### src/sv/nirp_pkg.sv
// nirp_pkg: shared types, constants and window function for the nec ir pulse decoder
`default_nettype none
package nirp_pkg;

    localparam int TICK_W      = 16;
    localparam int CFG_W       = 16;
    localparam int CFG_IDX_W   = 3;
    localparam int FRAME_LEN   = 32;
    localparam int POS_W       = $clog2(FRAME_LEN);
    localparam int QUEUE_DEPTH = 2;

    localparam logic [CFG_W-1:0] START_TICKS_RST  = 16'd13500;
    localparam logic [CFG_W-1:0] REPEAT_TICKS_RST = 16'd11250;
    localparam logic [CFG_W-1:0] ZERO_TICKS_RST   = 16'd1120;
    localparam logic [CFG_W-1:0] ONE_TICKS_RST    = 16'd2250;
    localparam logic [CFG_W-1:0] TOL_TICKS_RST    = 16'd500;

    typedef enum logic [CFG_IDX_W-1:0] {
        REG_START  = 3'd0,
        REG_REPEAT = 3'd1,
        REG_ZERO   = 3'd2,
        REG_ONE    = 3'd3,
        REG_TOL    = 3'd4
    } reg_index_t;

    typedef enum logic [1:0] {
        PH_IDLE = 2'd0,
        PH_HEAD = 2'd1,
        PH_BITS = 2'd2
    } phase_t;

    // header interpretation of an interval, start wins over repeat
    typedef enum logic [1:0] {
        HC_NONE   = 2'd0,
        HC_START  = 2'd1,
        HC_REPEAT = 2'd2
    } head_class_t;

    // bit interpretation of an interval, zero wins over one
    typedef enum logic [1:0] {
        BC_NONE = 2'd0,
        BC_ZERO = 2'd1,
        BC_ONE  = 2'd2
    } bit_class_t;

    typedef struct packed {
        head_class_t head;
        bit_class_t  bitc;
    } qentry_t;

    typedef struct packed {
        logic    push;
        qentry_t entry;
    } q_push_t;

    typedef struct packed {
        logic    valid;
        qentry_t entry;
    } q_head_t;

    // n - tol < t < n + tol without wrapping, done as t + tol > n and t < n + tol
    function automatic logic in_window(
        input logic [TICK_W-1:0] t,
        input logic [CFG_W-1:0]  nominal,
        input logic [CFG_W-1:0]  tol
    );
        logic [TICK_W:0] t_plus;
        logic [CFG_W:0]  n_plus;
        t_plus = {1'b0, t} + {1'b0, tol};
        n_plus = {1'b0, nominal} + {1'b0, tol};
        return (t_plus > {1'b0, nominal}) && ({1'b0, t} < n_plus);
    endfunction

endpackage
`default_nettype wire

### src/sv/nirp_if.sv
// nirp_if: edge beat and result beat channel interfaces
`default_nettype none
interface nirp_in_if;
    logic        valid;
    logic        ready;
    logic [15:0] edge_interval;

    modport source (output valid, output edge_interval, input ready);
    modport sink   (input valid, input edge_interval, output ready);
endinterface

interface nirp_out_if;
    logic       valid;
    logic       ready;
    logic       frame_done;
    logic       repeat_seen;
    logic       check_failed;
    logic [7:0] address_byte;
    logic [7:0] command_byte;
    logic [1:0] phase;

    modport source (output valid, output frame_done, output repeat_seen,
                    output check_failed, output address_byte, output command_byte,
                    output phase, input ready);
    modport sink   (input valid, input frame_done, input repeat_seen,
                    input check_failed, input address_byte, input command_byte,
                    input phase, output ready);
endinterface
`default_nettype wire

### src/sv/nirp_front.sv
// nirp_front: timing registers and interval classification of incoming edge beats
`default_nettype none
module nirp_front #(
    parameter int COUNTER_WIDTH = 16
) (
    input  wire logic                            clk,
    input  wire logic                            rst_n,
    input  wire logic                            cfg_we,
    input  wire logic [nirp_pkg::CFG_IDX_W-1:0]  cfg_index,
    input  wire logic [nirp_pkg::CFG_W-1:0]      cfg_wdata,
    input  wire logic                            in_valid,
    input  wire logic [nirp_pkg::TICK_W-1:0]     in_interval,
    output logic                                 in_ready,
    input  wire logic                            q_full,
    output nirp_pkg::q_push_t                    q_push
);

    localparam int MASK_W = (COUNTER_WIDTH < nirp_pkg::TICK_W) ? COUNTER_WIDTH
                                                               : nirp_pkg::TICK_W;
    localparam logic [nirp_pkg::TICK_W-1:0] TICK_MASK =
        nirp_pkg::TICK_W'(((nirp_pkg::TICK_W+1)'(1) << MASK_W) - (nirp_pkg::TICK_W+1)'(1));

    logic [nirp_pkg::CFG_W-1:0] start_reg, repeat_reg, zero_reg, one_reg, tol_reg;
    logic [nirp_pkg::TICK_W-1:0] t_masked;

    always_ff @(posedge clk or negedge rst_n)
    begin
        if (!rst_n)
        begin
            start_reg  <= nirp_pkg::START_TICKS_RST;
            repeat_reg <= nirp_pkg::REPEAT_TICKS_RST;
            zero_reg   <= nirp_pkg::ZERO_TICKS_RST;
            one_reg    <= nirp_pkg::ONE_TICKS_RST;
            tol_reg    <= nirp_pkg::TOL_TICKS_RST;
        end
        else if (cfg_we)
        begin
            unique case (cfg_index)
                nirp_pkg::REG_START:  start_reg  <= cfg_wdata;
                nirp_pkg::REG_REPEAT: repeat_reg <= cfg_wdata;
                nirp_pkg::REG_ZERO:   zero_reg   <= cfg_wdata;
                nirp_pkg::REG_ONE:    one_reg    <= cfg_wdata;
                nirp_pkg::REG_TOL:    tol_reg    <= cfg_wdata;
                default: ;
            endcase
        end
    end

    assign t_masked = in_interval & TICK_MASK;
    assign in_ready = !q_full;

    always_comb
    begin
        q_push.push = in_valid && !q_full;
        priority if (nirp_pkg::in_window(t_masked, start_reg, tol_reg))
            q_push.entry.head = nirp_pkg::HC_START;
        else if (nirp_pkg::in_window(t_masked, repeat_reg, tol_reg))
            q_push.entry.head = nirp_pkg::HC_REPEAT;
        else
            q_push.entry.head = nirp_pkg::HC_NONE;
        priority if (nirp_pkg::in_window(t_masked, zero_reg, tol_reg))
            q_push.entry.bitc = nirp_pkg::BC_ZERO;
        else if (nirp_pkg::in_window(t_masked, one_reg, tol_reg))
            q_push.entry.bitc = nirp_pkg::BC_ONE;
        else
            q_push.entry.bitc = nirp_pkg::BC_NONE;
    end

endmodule
`default_nettype wire

### src/sv/nirp_queue.sv
// nirp_queue: short fifo of classified edges between front and back
`default_nettype none
module nirp_queue (
    input  wire logic              clk,
    input  wire logic              rst_n,
    input  wire nirp_pkg::q_push_t q_push,
    output logic                   q_full,
    output nirp_pkg::q_head_t      q_head,
    input  wire logic              q_pop
);

    localparam int PTR_W = $clog2(nirp_pkg::QUEUE_DEPTH);
    localparam int CNT_W = $clog2(nirp_pkg::QUEUE_DEPTH + 1);

    nirp_pkg::qentry_t slot_reg [nirp_pkg::QUEUE_DEPTH];
    logic [PTR_W-1:0] wr_ptr_reg, rd_ptr_reg;
    logic [CNT_W-1:0] count_reg, count_next;
    logic             do_pop;

    assign q_full       = (count_reg == CNT_W'(nirp_pkg::QUEUE_DEPTH));
    assign q_head.valid = (count_reg != '0);
    assign q_head.entry = slot_reg[rd_ptr_reg];
    assign do_pop       = q_pop && q_head.valid;

    always_comb
    begin
        count_next = count_reg;
        if (q_push.push && !do_pop)
            count_next = count_reg + CNT_W'(1);
        else if (do_pop && !q_push.push)
            count_next = count_reg - CNT_W'(1);
    end

    always_ff @(posedge clk)
    begin
        if (q_push.push)
            slot_reg[wr_ptr_reg] <= q_push.entry;
    end

    always_ff @(posedge clk or negedge rst_n)
    begin
        if (!rst_n)
        begin
            wr_ptr_reg <= '0;
            rd_ptr_reg <= '0;
            count_reg  <= '0;
        end
        else
        begin
            if (q_push.push)
                wr_ptr_reg <= (wr_ptr_reg == PTR_W'(nirp_pkg::QUEUE_DEPTH - 1))
                              ? '0 : wr_ptr_reg + PTR_W'(1);
            if (do_pop)
                rd_ptr_reg <= (rd_ptr_reg == PTR_W'(nirp_pkg::QUEUE_DEPTH - 1))
                              ? '0 : rd_ptr_reg + PTR_W'(1);
            count_reg <= count_next;
        end
    end

endmodule
`default_nettype wire

### src/sv/nirp_back.sv
// nirp_back: frame state machine and registered result beat
`default_nettype none
module nirp_back (
    input  wire logic              clk,
    input  wire logic              rst_n,
    input  wire nirp_pkg::q_head_t q_head,
    output logic                   q_pop,
    output logic                   out_valid,
    input  wire logic              out_ready,
    output logic                   out_frame_done,
    output logic                   out_repeat_seen,
    output logic                   out_check_failed,
    output logic [7:0]             out_address,
    output logic [7:0]             out_command,
    output logic [1:0]             out_phase
);

    nirp_pkg::phase_t               phase_reg, phase_next;
    logic [nirp_pkg::POS_W-1:0]     pos_reg, pos_next;
    logic [nirp_pkg::FRAME_LEN-1:0] bits_reg, bits_next;
    logic [7:0]                     addr_reg, addr_next, cmd_reg, cmd_next;
    logic                           done, rep, fail;
    logic                           out_valid_reg;
    logic                           done_reg, rep_reg, fail_reg;
    logic [7:0]                     oaddr_reg, ocmd_reg;
    logic [1:0]                     ophase_reg;

    // take a queued edge when the result register is empty or being drained
    assign q_pop = q_head.valid && (!out_valid_reg || out_ready);

    always_comb
    begin
        phase_next = phase_reg;
        pos_next   = pos_reg;
        bits_next  = bits_reg;
        addr_next  = addr_reg;
        cmd_next   = cmd_reg;
        done       = 1'b0;
        rep        = 1'b0;
        fail       = 1'b0;
        unique case (phase_reg)
            nirp_pkg::PH_HEAD:
            begin
                priority if (q_head.entry.head == nirp_pkg::HC_START)
                    phase_next = nirp_pkg::PH_BITS;
                else if (q_head.entry.head == nirp_pkg::HC_REPEAT)
                begin
                    rep        = 1'b1;
                    phase_next = nirp_pkg::PH_IDLE;
                end
            end
            nirp_pkg::PH_BITS:
            begin
                if (q_head.entry.bitc == nirp_pkg::BC_NONE)
                begin
                    pos_next   = '0;
                    phase_next = nirp_pkg::PH_HEAD;
                end
                else
                begin
                    bits_next[pos_reg] = (q_head.entry.bitc == nirp_pkg::BC_ONE);
                    if (pos_reg == nirp_pkg::POS_W'(nirp_pkg::FRAME_LEN - 1))
                    begin
                        pos_next   = '0;
                        phase_next = nirp_pkg::PH_IDLE;
                        if (bits_next[7:0] == ~bits_next[15:8] &&
                            bits_next[23:16] == ~bits_next[31:24])
                        begin
                            addr_next = bits_next[7:0];
                            cmd_next  = bits_next[23:16];
                            done      = 1'b1;
                        end
                        else
                            fail = 1'b1;
                    end
                    else
                        pos_next = pos_reg + nirp_pkg::POS_W'(1);
                end
            end
            default:
                phase_next = nirp_pkg::PH_HEAD;
        endcase
    end

    always_ff @(posedge clk or negedge rst_n)
    begin
        if (!rst_n)
        begin
            phase_reg     <= nirp_pkg::PH_IDLE;
            pos_reg       <= '0;
            bits_reg      <= '0;
            addr_reg      <= '0;
            cmd_reg       <= '0;
            out_valid_reg <= 1'b0;
        end
        else
        begin
            if (q_pop)
            begin
                phase_reg <= phase_next;
                pos_reg   <= pos_next;
                bits_reg  <= bits_next;
                addr_reg  <= addr_next;
                cmd_reg   <= cmd_next;
            end
            if (q_pop)
                out_valid_reg <= 1'b1;
            else if (out_ready)
                out_valid_reg <= 1'b0;
        end
    end

    always_ff @(posedge clk)
    begin
        if (q_pop)
        begin
            done_reg   <= done;
            rep_reg    <= rep;
            fail_reg   <= fail;
            oaddr_reg  <= addr_next;
            ocmd_reg   <= cmd_next;
            ophase_reg <= phase_next;
        end
    end

    assign out_valid        = out_valid_reg;
    assign out_frame_done   = done_reg;
    assign out_repeat_seen  = rep_reg;
    assign out_check_failed = fail_reg;
    assign out_address      = oaddr_reg;
    assign out_command      = ocmd_reg;
    assign out_phase        = ophase_reg;

endmodule
`default_nettype wire

### src/sv/nec_ir_pulse_decoder.sv
// nec_ir_pulse_decoder: top level of the nec infrared frame decoder
// an accepted edge beat is queued, then its result is registered before the result beat is valid
// throughput: one edge beat per cycle while result beats are taken, set by the back end state update
// the two-entry queue absorbs a stall on the result side while edges keep arriving
// reset: asynchronous active low; timing registers return to nominal nec values,
// decoder goes idle with bit count, frame word and held address/command cleared
`default_nettype none
module nec_ir_pulse_decoder #(
    parameter int COUNTER_WIDTH = 16
) (
    input  wire logic                            clk,
    input  wire logic                            rst_n,
    nirp_in_if.sink                              in_ch,
    nirp_out_if.source                           out_ch,
    input  wire logic                            cfg_we,
    input  wire logic [nirp_pkg::CFG_IDX_W-1:0]  cfg_index,
    input  wire logic [nirp_pkg::CFG_W-1:0]      cfg_wdata
);

    // classified edge moving from front to queue
    nirp_pkg::q_push_t q_push;
    // oldest classified edge waiting for the back end
    nirp_pkg::q_head_t q_head;
    logic              q_full;
    logic              q_pop;

    // front: register file plus window compares, classifies without decoder state
    nirp_front #(
        .COUNTER_WIDTH (COUNTER_WIDTH)
    ) u_front (
        .clk         (clk),
        .rst_n       (rst_n),
        .cfg_we      (cfg_we),
        .cfg_index   (cfg_index),
        .cfg_wdata   (cfg_wdata),
        .in_valid    (in_ch.valid),
        .in_interval (in_ch.edge_interval),
        .in_ready    (in_ch.ready),
        .q_full      (q_full),
        .q_push      (q_push)
    );

    // decoupling queue, push and pop may happen in the same cycle
    nirp_queue u_queue (
        .clk    (clk),
        .rst_n  (rst_n),
        .q_push (q_push),
        .q_full (q_full),
        .q_head (q_head),
        .q_pop  (q_pop)
    );

    // back: phase machine, frame shift-in, complement checks, result register
    nirp_back u_back (
        .clk              (clk),
        .rst_n            (rst_n),
        .q_head           (q_head),
        .q_pop            (q_pop),
        .out_valid        (out_ch.valid),
        .out_ready        (out_ch.ready),
        .out_frame_done   (out_ch.frame_done),
        .out_repeat_seen  (out_ch.repeat_seen),
        .out_check_failed (out_ch.check_failed),
        .out_address      (out_ch.address_byte),
        .out_command      (out_ch.command_byte),
        .out_phase        (out_ch.phase)
    );

endmodule
`default_nettype wire

### src/flat_wrapper.sv
// flat-port wrapper written by rule: the top's interface ports become plain ports
module nec_ir_pulse_decoder_flat 
#(
    parameter int COUNTER_WIDTH = 16
)
  (clk, rst_n, cfg_we, cfg_index, cfg_wdata, in_ch_valid, in_ch_edge_interval, in_ch_ready, out_ch_valid, out_ch_frame_done, out_ch_repeat_seen, out_ch_check_failed, out_ch_address_byte, out_ch_command_byte, out_ch_phase, out_ch_ready);
  nirp_in_if in_ch_i ();
  nirp_out_if out_ch_i ();
  input  wire logic clk;
  input  wire logic rst_n;
  input  wire logic cfg_we;
  input  wire logic [nirp_pkg::CFG_IDX_W-1:0] cfg_index;
  input  wire logic [nirp_pkg::CFG_W-1:0] cfg_wdata;
  input wire logic [$bits(in_ch_i.valid)-1:0] in_ch_valid;
  input wire logic [$bits(in_ch_i.edge_interval)-1:0] in_ch_edge_interval;
  output wire logic [$bits(in_ch_i.ready)-1:0] in_ch_ready;
  output wire logic [$bits(out_ch_i.valid)-1:0] out_ch_valid;
  output wire logic [$bits(out_ch_i.frame_done)-1:0] out_ch_frame_done;
  output wire logic [$bits(out_ch_i.repeat_seen)-1:0] out_ch_repeat_seen;
  output wire logic [$bits(out_ch_i.check_failed)-1:0] out_ch_check_failed;
  output wire logic [$bits(out_ch_i.address_byte)-1:0] out_ch_address_byte;
  output wire logic [$bits(out_ch_i.command_byte)-1:0] out_ch_command_byte;
  output wire logic [$bits(out_ch_i.phase)-1:0] out_ch_phase;
  input wire logic [$bits(out_ch_i.ready)-1:0] out_ch_ready;
  assign in_ch_i.valid = in_ch_valid;
  assign in_ch_i.edge_interval = in_ch_edge_interval;
  assign in_ch_ready = in_ch_i.ready;
  assign out_ch_valid = out_ch_i.valid;
  assign out_ch_frame_done = out_ch_i.frame_done;
  assign out_ch_repeat_seen = out_ch_i.repeat_seen;
  assign out_ch_check_failed = out_ch_i.check_failed;
  assign out_ch_address_byte = out_ch_i.address_byte;
  assign out_ch_command_byte = out_ch_i.command_byte;
  assign out_ch_phase = out_ch_i.phase;
  assign out_ch_i.ready = out_ch_ready;
  nec_ir_pulse_decoder #(.COUNTER_WIDTH(COUNTER_WIDTH)) u_core (.clk(clk), .rst_n(rst_n), .in_ch(in_ch_i), .out_ch(out_ch_i), .cfg_we(cfg_we), .cfg_index(cfg_index), .cfg_wdata(cfg_wdata));
endmodule
### config.mk
export PLATFORM = sky130hd
export DESIGN_NAME = nec_ir_pulse_decoder_flat
export DESIGN_NICKNAME = d
export VERILOG_FILES = /design/src/sv/nirp_pkg.sv /design/src/sv/nirp_if.sv /design/src/sv/nirp_front.sv /design/src/sv/nirp_queue.sv /design/src/sv/nirp_back.sv /design/src/sv/nec_ir_pulse_decoder.sv /design/src/flat_wrapper.sv
export SDC_FILE = /design/constraint.sdc
export NUM_CORES = 1
export LEC_CHECK = 0
export BUFFER_PORTS_ARGS = -buffer_cell sky130_fd_sc_hd__buf_2
export CAP_MARGIN = 10
export CORE_MARGIN = 2
export CORE_UTILIZATION = 30
export DETAILED_ROUTE_END_ITERATION = 10
export RECOVER_POWER = 25
export SKIP_LAST_GASP = 1
export SYNTH_ARGS = -nofsm -noshare
export SYNTH_HDL_FRONTEND = slang
export SYNTH_SLANG_ARGS = --single-unit
### constraint.sdc
create_clock -name clk -period 4 [get_ports clk]
set_input_delay 0.2 -clock clk [delete_from_list [all_inputs] [get_ports clk]]
set_output_delay 0.2 -clock clk [all_outputs]
set_load 0.01 [all_outputs]
# After elaboration in Yosys (flattened, before gate mapping)
# Memory sizes are Yosys's and may differ from the RTL's.
# Index checks and enable logic that the tools add are counted.
# word_totals
register_bits	161
latch_bits	0
ramBits	8
rom_bits	0
input_bits	40
out_inout_bits	23
wordCells	123
memories	1
# op_classes
n_addsub	10
multipliers	0
div	0
order_cmp	10
n_eq_ne	13
shift	0
mux	33
n_bitwise	6
n_reduce_logical	30
# mem_list
name	depth	width	read_ports	rd_clocked_by_memory_dff	write_ports	line_no	source
u_core.u_queue.slot_reg	2	4	1	0	1	nirp_queue.sv:15	nirp_pkg::qentry_t slot_reg [nirp_pkg::QUEUE_DEPTH];
# op_table
operator	n
16-bit by 16-bit adder with 17-bit output	5
17-bit by 16-bit greater-than comparator with 1-bit output	4
16-bit by 17-bit less-than comparator with 1-bit output	4
8-bit two-way mux	8
32-bit bitwise mux	1
2-bit two-way mux	10
8-bit == test	2
8-bit NOT	2
2-bit AND reduction	6
1-bit logical AND	11
1-bit two-way mux	10
5-bit two-way mux	2
2-bit == test (second input constant)	4
3-bit by 2-bit == test with 1-bit output (second input constant)	2
5-bit by 6-bit less-than comparator with 1-bit output (second input constant)	1
2-bit nonzero test	3
5-bit by 1-bit adder with 5-bit output (second input constant)	1
1-bit demux with 5-bit select	1
5-bit == test (second input constant)	1
5-bit by 1-bit greater-or-equal comparator with 1-bit output (second input constant)	1
2-bit by 1-bit == test with 1-bit output (second input constant)	2
1-bit zero test	4
1-bit NOT	4
2-bit one-hot mux with 2 select lines	1
other kinds (11)	12

# Depth between registers and ports, before layout
# logic_depth
ltp_word	12
depth_mapped	19
mapped_depth_nobuf	19

# By module
# A second synthesis with hierarchy kept.
# unflattened
hier_cells	1530
area_unflattened_um2	14336.2
# by_module_without_submodules
module	instances	cells_each	area_each_um2	seq_area_each_um2
nirp_front	1	1047	9170.0	2040.7
nirp_back	1	455	4679.5	2031.9
nirp_queue	1	28	486.7	340.3

# Worst setup path after synthesis
# Ideal clock, no wire load.
# synth_path
kind	register -> register
startpoint	register u_core.u_front.tol_reg[1] in the netlist's numbering
endpoint	memory u_core.u_queue.slot_reg[0][3] in the netlist's numbering, data pin
setup_ns	0.197
arrival_time_ns	3.717
required_ns	3.803
slack_ns	0.086
path_stages_with_launch	18
n_path_buf	0
period_less_slack_ns	3.914
cell_sequence	dfrtp_1 -> ha_1 -> a21o_1 -> a21oi_1 -> o21bai_1 -> a211o_1 -> and2_1 -> a221o_1 -> xor2_1 -> ha_1 -> a21o_1 -> a21o_1 -> a21oi_1 -> nor2_1 -> a2111oi_0 -> a21o_1 -> a22oi_1 -> a221oi_1
# synth_lines
item	line_no	source
from (decl)	nirp_front.sv:23	logic [nirp_pkg::CFG_W-1:0] start_reg, repeat_reg, zero_reg, one_reg, tol_reg;
from (signal assigned)	nirp_front.sv:34	tol_reg <= nirp_pkg::TOL_TICKS_RST;
from (signal assigned)	nirp_front.sv:43	nirp_pkg::REG_TOL: tol_reg <= cfg_wdata;
to (decl)	nirp_queue.sv:15	

==> metrics <==
#FFs+latches synth 169; total gr overflow 0; final worst slack -102 ps; commonest non-fill, non-tap cell in the layout ha_1; Synth Cell Area 0.0139 mm^2; register area 0.00441 mm^2; CP max stage delay 380 ps; worst hold slack 31.3 ps; average cell area after synthesis 9.52 um^2; CTS tree built; f_max 0.244 GHz; I/O pin total 63; H-tree levels 4; final std cells w/o fill 2278; crit-path most repeated cell buf_4; Post-DP HPWL 31100 um; fin. max-slew vios 0; main combinational cell family by area after synthesis adder cells; Final min period 4100 ps; total number of vias 12000; core footprint 0.0456 mm^2; max reg flops 32; Adder-Cell Fraction of Synth Area 19.8%; Residual DRC 0; critical path peak fanout 5; xor and xnor area share after synthesis 5.61%; row cnt 78; YS warnings 0; multi-input gate area in the final layout 0.00953 mm^2; die width 219 um; Die ar. 0.0481 mm^2; 1st-iter DRT viols 670; critical path buffer and inverter count 8; commonest non-fill, non-tap cells in the layout ha_1, buf_4, dfrtp_1; Hold Vio Cnt, Final 0; post-layout util 38.0%; violated checks setup timing; # fillers 4478; VDD IR max 0.000381 V; Slowest cell on crit path or3_1; Worst Setup Start Kind flip-flop; Seq/Total Area, Yosys 31.7%; CTS Buf Count 17; # port buffers 62; WL met2 20000 um; post-synth cell types 77; worst reg2reg setup slack -100 ps; first-pass GRT wire length 64300 um; hold path cells 3; met1 wire length 18000 um; critical path, cell by cell buf_6, ha_4, inv_2, fa_2, nor2b_4, buf_4, buf_4, buf_4, buf_4, buf_4, buf_4, o21ai_0, a21oi_2, ha_1, nand4_1, o21bai_1, a2bb2oi_1, a21oi_1, or3_1, nand2_2, a22oi_2, a221oi_4; Slew @ Worst Pin 1300 ps; CTS clk-pin slew, worst paths 70 ps; Max-slew headroom 13.2%; Detail Route Antenna Nets 0; Max clock buf depth 2; Net Count, Synth 1717; Crit. path cell count 22; Highest Signal Layer met4; share of cells above drive strength 1 26.3%; largest cells by area after synthesis dfrtp_1, ha_1, edfxtp_1, dfstp_2, a21oi_1; Setup CP Type reg -> reg; largest net degree at the start of global routing 90; DP Worst Slack -653 ps; largest area contributor in the netlist dfrtp_1; Setup crit end kind flip-flop; Worst-Skew Late Latency 470 ps; Yosys top cell area share 19.6%; global-route usage over all layers 17.2%; Die Ht 219 um; final critical-path share of the clock period 103%; routed length per placed instance 17.7 um; nets 1922; Worst Skew 4.82 ps; asr flop ratio synth 82.8%; area grow syn2layout 24.5%; static leakage 7.99 nW; status finished, violations left; WP data arrival 4370 ps; met3 WL post-DR 1600 um; compound-cell area share of the yosys netlist 19.5%; R2R cell count 22; Final Routed Wirelength 40400 um; Final GP Congestion 0.917; Mapped Cells 1460; Initial Util 30.5%; EDFF count, synth 29; Via density 5.26; placed cells 2208; vias in the first global route 12300; max-cap violation count 0; Post-Synth Simple-Gate Area 12.3%; proportion of synthesized area in mux cells 7.01%; clock root buffer clkbuf_16; RSZ-0062 raised after global routing yes; Setup Viol. Count Final 8; first-pass detailed-route iteration total 7; worst path required time 4270 ps; Post-synth top flop dfrtp_1; n_diodes 0; clk sinks 169; delay-heaviest family, CP compound AO/OA/AOI/OAI gates; Pwr per Cell Area 644 mW/mm^2; Hold Path Class in -> reg; initial antenna violation count 0
## layer usage
| layer | global-route usage (%) | vias up |
|---|---|---|
| met2 | 30.2 | 250 |
| met3 | 2.67 | 50 |
| met5 | 0 | - |
| met1 | 21.3 | 5834 |
| met4 | 5.63 | 0 |
| li1 | - | 5852 |
## stage by stage
step | power, mW | instance area [um^2] | TNS (ps)
floorplan | 6.45 | 13900 | 0
global placement | 8.47 | 15800 | -2410
detailed placement | 8.66 | 15800 | -2840
CTS | 10.8 | 17000 | -188
global route | 12.1 | 17300 | -1400
finish | 11.1 | 17300 | -430
## final cells by class
type	count	share of cell area [%]
clock buffer	17	2.46
clock inverter	15	0.868
inverter	94	2.04
multi-input combinational	1147	55.1
sequential	169	25.5
tap	600	4.34
timing repair buffer	236	9.72
## path summary, 6_finish.rpt
check                                                 to                 startpoint
setup reg to reg           u_core.u_queue.slot_reg[1][1]  u_core.u_front.tol_reg[0]
hold reg to reg                 u_core.u_back.cmd_reg[0]   u_core.u_back.cmd_reg[0]
setup / recovery           u_core.u_queue.slot_reg[1][1]  u_core.u_front.tol_reg[0]
hold / removal              u_core.u_front.start_reg[10]              cfg_wdata[10]
min in group asynchronous     u_core.u_front.tol_reg[12]                      rst_n
max in group asynchronous    u_core.u_front.zero_reg[10]                      rst_n
## worst reg2reg max path, delay by kind of cell, from the launching register on
family,cells,cell delay (ps)
buffers and inverters,8,740
and+or+nand+nor,4,840
adders and majority gates,3,800
AOI/OAI and AO/OA,7,1130
DFF,1,370
## cell families (layout without fill, tap and decap cells)
logic type | after synthesis | count (layout)
AND/OR/NAND/NOR | 335 | 335
flip-flops | 169 | 169
XOR/XNOR | 89 | 89
adder cells (fa/ha/maj) | 217 | 217
buffers and inverters | 144 | 362
AO/OA/AOI/OAI | 426 | 426
multiplexers | 80 | 80
## cells in the mapped netlist (10+ instances only)
cell type	n
clkbuf_1	36
nand2_1	107
a21o_1	44
o21bai_1	10
nor3_1	20
a21oi_1	113
mux2_4	10
nor2b_1	17
edfxtp_1	29
nor2_1	56
and3_1	13
a41oi_1	14
ha_1	212
dfstp_2	31
dfrtp_1	109
xor2_1	47
a31oi_1	57
a2111oi_0	10
inv_1	93
nand4_1	17
o21ai_0	97
mux2_2	41
xnor2_1	42
mux2_1	18
nand2b_1	15
nand3_1	29
## repair_timing
item | CTS | global route
gates resized for setup | 86 | 50
pin swaps | 58 | 41
buffers inserted | 18 | 13
hold buffers | 12 | 0
endpoints found under the setup margin | 8 | 8
endpoints found under the hold margin | 94 | 0
## power by group
part / total (mW) / leakage [nW] / internal [mW] / switching, mW
Sequential: 2.53 / 2.02 / 2.21 / 0.325
Combinational: 6.95 / 5.68 / 3.22 / 3.73
Clock: 1.66 / 0.283 / 0.877 / 0.787
Power figures use the tool's default switching activity.
